==> src/hw/rtl/mptt_isqrt.sv <==
`default_nettype none
// ----------------------------------------------------------------------------
// mptt_isqrt
// pipelined integer square root, rounded down, one root bit per stage,
// with a sideband that travels alongside
// ----------------------------------------------------------------------------
module mptt_isqrt #(
	parameter int RootW = 33,
	parameter int SbW   = 8
) (
	input  wire logic                 clk,
	input  wire logic                 arst_n,
	input  wire logic                 in_vld,
	input  wire logic [2*RootW-1:0]   in_sq,
	input  wire logic [SbW-1:0]       in_sb,
	output logic                      out_vld,
	output logic [RootW-1:0]          out_root,
	output logic [SbW-1:0]            out_sb
);

	localparam int OW = 2*RootW;

	logic [OW-1:0]  op_s  [0:RootW];
	logic [OW-1:0]  res_s [0:RootW];
	logic [SbW-1:0] sb_s  [0:RootW];
	logic           vld_s [0:RootW];

	assign op_s[0]  = in_sq;
	assign res_s[0] = '0;
	assign sb_s[0]  = in_sb;
	assign vld_s[0] = in_vld;

	for (genvar j = 0; j < RootW; j++) begin : g_stage
		localparam logic [OW-1:0] ONE = OW'(1) << (2*(RootW-1-j));
		logic [OW-1:0] trial;
		logic [OW-1:0] op_n;
		logic [OW-1:0] res_n;

		always_comb begin
			trial = res_s[j] + ONE;
			if (op_s[j] >= trial) begin
				op_n  = op_s[j] - trial;
				res_n = (res_s[j] >> 1) + ONE;
			end else begin
				op_n  = op_s[j];
				res_n = res_s[j] >> 1;
			end
		end

		always_ff @(posedge clk or negedge arst_n) begin
			if (!arst_n) begin
				vld_s[j+1] <= 1'b0;
			end else begin
				vld_s[j+1] <= vld_s[j];
			end
		end

		always_ff @(posedge clk) begin
			op_s[j+1]  <= op_n;
			res_s[j+1] <= res_n;
			sb_s[j+1]  <= sb_s[j];
		end
	end

	assign out_vld  = vld_s[RootW];
	assign out_root = res_s[RootW][RootW-1:0];
	assign out_sb   = sb_s[RootW];

endmodule
// ----------------------------------------------------------------------------
`default_nettype wire

==> config.mk <==
export PLATFORM = sky130hd
export DESIGN_NAME = mptt_isqrt
export DESIGN_NICKNAME = d
export VERILOG_FILES = /design/src/hw/rtl/mptt_isqrt.sv
export SDC_FILE = /design/constraint.sdc
export NUM_CORES = 2
export LEC_CHECK = 0
export BUFFER_PORTS_ARGS = -buffer_cell sky130_fd_sc_hd__buf_2
export CAP_MARGIN = 30
export CORE_ASPECT_RATIO = 1.5
export CORE_MARGIN = 5
export CORE_UTILIZATION = 50
export DETAILED_ROUTE_END_ITERATION = 8
export PLACE_DENSITY = 0.63
export RECOVER_POWER = 25
export SLEW_MARGIN = 20
export SYNTH_ARGS = -nofsm -noshare
export SYNTH_HDL_FRONTEND = slang
export SYNTH_SLANG_ARGS = --single-unit
==> constraint.sdc <==
create_clock -name clk -period 6.9 [get_ports clk]
set_input_delay 0.345 -clock clk [delete_from_list [all_inputs] [get_ports clk]]
set_output_delay 0.345 -clock clk [all_outputs]
set_load 0.03 [all_outputs]
==> impl_metrics.csv <==
group,metric,value,unit
timing,finalMaxSlewViolations,0,
detailed_routing,wire_per_inst,20.2,um
setup_path,critical_path_depth,13,
yosys,synth_ff_type,"dfxtp_1",
timing,setup_tns,0,ps
yosys,yosys.area.top_type_share,0.549,
detailed_routing,firstDrtPassIters,9,
yosys,ys_top_cells_by_area,"dfxtp_1 55%, ha_1 6.9%, xnor2_1 4.0%",
cts,htree_levels,5,
timing,finClkSkew,68.1,ps
yosys,synth_top_cell_by_area,"dfxtp_1",
yosys,async_reset_ff_frac,0.0111,
grt,grt_max_degree,65,
setup_path,arrival,5450,ps
layout,nNetsFinal,11400,
detailed_routing,ant_nets,0,
setup_path,cp-start-kind,"register",
cts,clkLatencyLatePin,870,ps
detailed_routing,post-route-drc-count,2,
cts,cts_tree,"built",
timing,worst_pin_slew,1020,ps
yosys,syn_avg_cell_area,10.3,sq um
timing,period_share,0.680,
min_path,min_path_cells,2,
grt,grt_pass1_vias,77900,
power_and_ir_drop,p_per_area,422,mW/mm^2
yosys,synth_nets,11100,
timing,hold_violations,0,
detailed_routing,drt_iter0_markers,3337,
floorplanning,die_w,388,um
yosys,netlist_instances,10400,
setup_path,cp.required,7660,ps
grt,antenna_found_initial,10,
cts,cts_made_buffers,283,
detailed_routing,vias,74600,
placed_design,dp_hpwl,219000,um
layout,final_cell_mix,"2,937 x dfxtp_1, 717 x inv_1, 708 x nor2_1, 686 x a21oi_1, 622 x nand2_1",
floorplanning,die-area,0.224,sq mm
floorplanning,coreArea,0.214,sq mm
yosys,synth_top_family_by_area,"simple AND/OR/NAND/NOR gates",
status,outcome,"finished with violations",
timing,setup_viol,0,
floorplanning,die_h,577,um
floorplanning,num_rows,208,
floorplanning,ios,119,
setup_path,path_cells,"inv_1 -> ha_1 -> nand2b_1 -> a21oi_1 -> o21ai_0 -> a31oi_1 -> a21oi_1 -> o21a_1 -> o21bai_4 -> buf_4 -> nand4b_1 -> nor3_1 -> xor2_1",
setup_path,cp_max_fo,51,
setup_path,worstRegToRegCells,13,
min_path,hold_class,"input pin to register",
yosys,synth_edf_count,0,
yosys,yosysWarnings,0,
cts,clockBufferDepth,4,
cts,cts-root-buf,"clkbuf_16",
power_and_ir_drop,leakage,55.0,nW
timing,finalCriticalPeriod,4690,ps
yosys,synth_seq_area_share,0.557,
floorplanning,start_util,0.501,
yosys,synth_fa_ha_area_frac,0.0689,
timing,clock.fmax,213,MHz
yosys,synth_xor_area_frac,0.0772,
power_and_ir_drop,fin_total_pwr,51.2,mW
cts,cts_resized,0,
placed_design,place_congestion,1.01,
setup_path,crit_buf_inv,2,
placed_design,port_buffers,118,
power_and_ir_drop,vdd_drop_max,0.278,mV
setup_path,worst_path_max_delay_cell,"dfxtp_1",
setup_path,slowest_delay,790,ps
yosys,synth_seq_cells,2970,
layout,drive_gt1_frac,0.0762,
timing,timing.slew.headroom,0.315,
layout,num-fill-cells,18200,
detailed_routing,vias_per_cell,5.41,
yosys,synthMuxAreaShare,0.0103,
layout,area_growth,13.3,%
timing,timing.hold.ws,95.6,ps
grt,gr-total-overflow,0,
yosys,yosys.area_share.simple,0.144,
cts,cts.sinks,2970,
status,violations,"design-rule violations",
detailed_routing,wl,278000,um
setup_path,crit_path_frequent_cell,"a21oi_1",
yosys,synthDistinctLibCells,98,
layout,layout_commonest_cell,"dfxtp_1",
setup_path,cp-end-kind,"register",
yosys,syn-cell-area,0.107,sq mm
timing,grt_setup_unrepaired,"false",
grt,grt_pass1_wl,427000,um
yosys,synth-compound-area-share,0.109,
cts,path_clk_slew,60,ps
job,maxCapViolCount,0,
setup_path,critical_path_class,"register to register",
setup_path,worst_path_dominant_cell_family,"compound AO/OA/AOI/OAI gates",
grt,grt_util_all_layers,0.242,
## synthesized netlist by cell type (72+ instances only)
| library cell | instances |
|---|---|
| dfxtp_1 | 2937 |
| inv_1 | 717 |
| nor2_1 | 710 |
| a21oi_1 | 686 |
| nand2_1 | 622 |
| ha_1 | 590 |
| xnor2_1 | 485 |
| xor2_1 | 459 |
| o21ai_0 | 434 |
| nor4_1 | 347 |
| nor3_1 | 274 |
| a21o_1 | 230 |
| nand3_1 | 167 |
| clkbuf_1 | 161 |
| nand4_1 | 160 |
| nand2b_1 | 118 |
| o21a_1 | 95 |
| or3_1 | 94 |
| mux2_2 | 90 |
| nor2b_1 | 81 |
| or4_1 | 72 |
## path summary, 6_finish.rpt
| path | to | from | slack (ps) |
|---|---|---|---|
| max reg2reg | op_s[507] | res_s[544] | 2210 |
| min reg2reg | op_s[1148] | op_s[1214] | 300 |
| max in group asynchronous | vld_s[18] | arst_n | 6320 |
| min | op_s[2157] | in_sq[45] | 100 |
| min in group asynchronous | out_vld | arst_n | 120 |
| max | op_s[507] | res_s[544] | 2210 |
## stage by stage
| step | instances | area (sq um) | utilization | setup WS [ps] |
|---|---|---|---|---|
| 6_report | 13800 | 121000 | 0.568 | 2210 |
| 5_1_grt | 13800 | 121000 | 0.568 | 1880 |
| 4_1_cts | 13800 | 121000 | 0.567 | 2250 |
| 3_5_place_dp | 13200 | 111000 | 0.519 | 2260 |
| 3_3_place_gp | 13200 | 111000 | 0.518 | 2010 |
| 2_1_floorplan | 10400 | 107000 | - | 3640 |
## cell families (layout without fill, tap and decap cells)
| logic type | Yosys count | after routing |
|---|---|---|
| AOI/OAI and AO/OA | 1892 | 1892 |
| muxes | 99 | 99 |
| DFF | 2970 | 2970 |
| xor gates and xnor gates | 944 | 944 |
| other | 0 | 21 |
| and+or+nand+nor | 2987 | 2987 |
| adders and majority gates | 590 | 590 |
| buffers and inverters | 937 | 1467 |
## metal layers
layer	GRT usage	vias up	part of all wire
met5	0	-	0.00012
met4	0.177	6	0.087
met3	0.0324	920	0.035
met2	0.490	1802	0.55
met1	0.215	35200	0.33
li1	-	36700	-
## repair_timing
item,in CTS,in global routing
hold buffers,77,0
hold endpoints to repair,109,0
buffers inserted,0,0
## area by class of cell
cell class / count / area (sq um) / share of cell area
diodes: 21 / 52.6 / 0.000433
clock buffers: 385 / 8130 / 0.0670
clock inverters: 115 / 1510 / 0.0125
inverters: 723 / 2710 / 0.0224
multi-input cells: 6512 / 44000 / 0.363
flip-flops and latches: 2970 / 59600 / 0.491
well taps: 2835 / 3550 / 0.0292
repair buffers: 244 / 1700 / 0.0140
## flip-flops by register name, summed over array words and instances (netlist names)
| register | cells |
|---|---|
| op_s | 2112 |
| out_root | 33 |
| sb_s | 256 |
| out_vld | 1 |
| vld_s | 32 |
| out_sb | 8 |
| res_s | 528 |
## power breakdown
part,switching [mW],leakage [nW],internal (mW)
sequential,3.13,25.0,20.7
clock,6.56,4.71,9.38
combinational,6.49,25.3,4.98
total,16.2,55.0,35.0
Power figures use the tool's default switching activity.
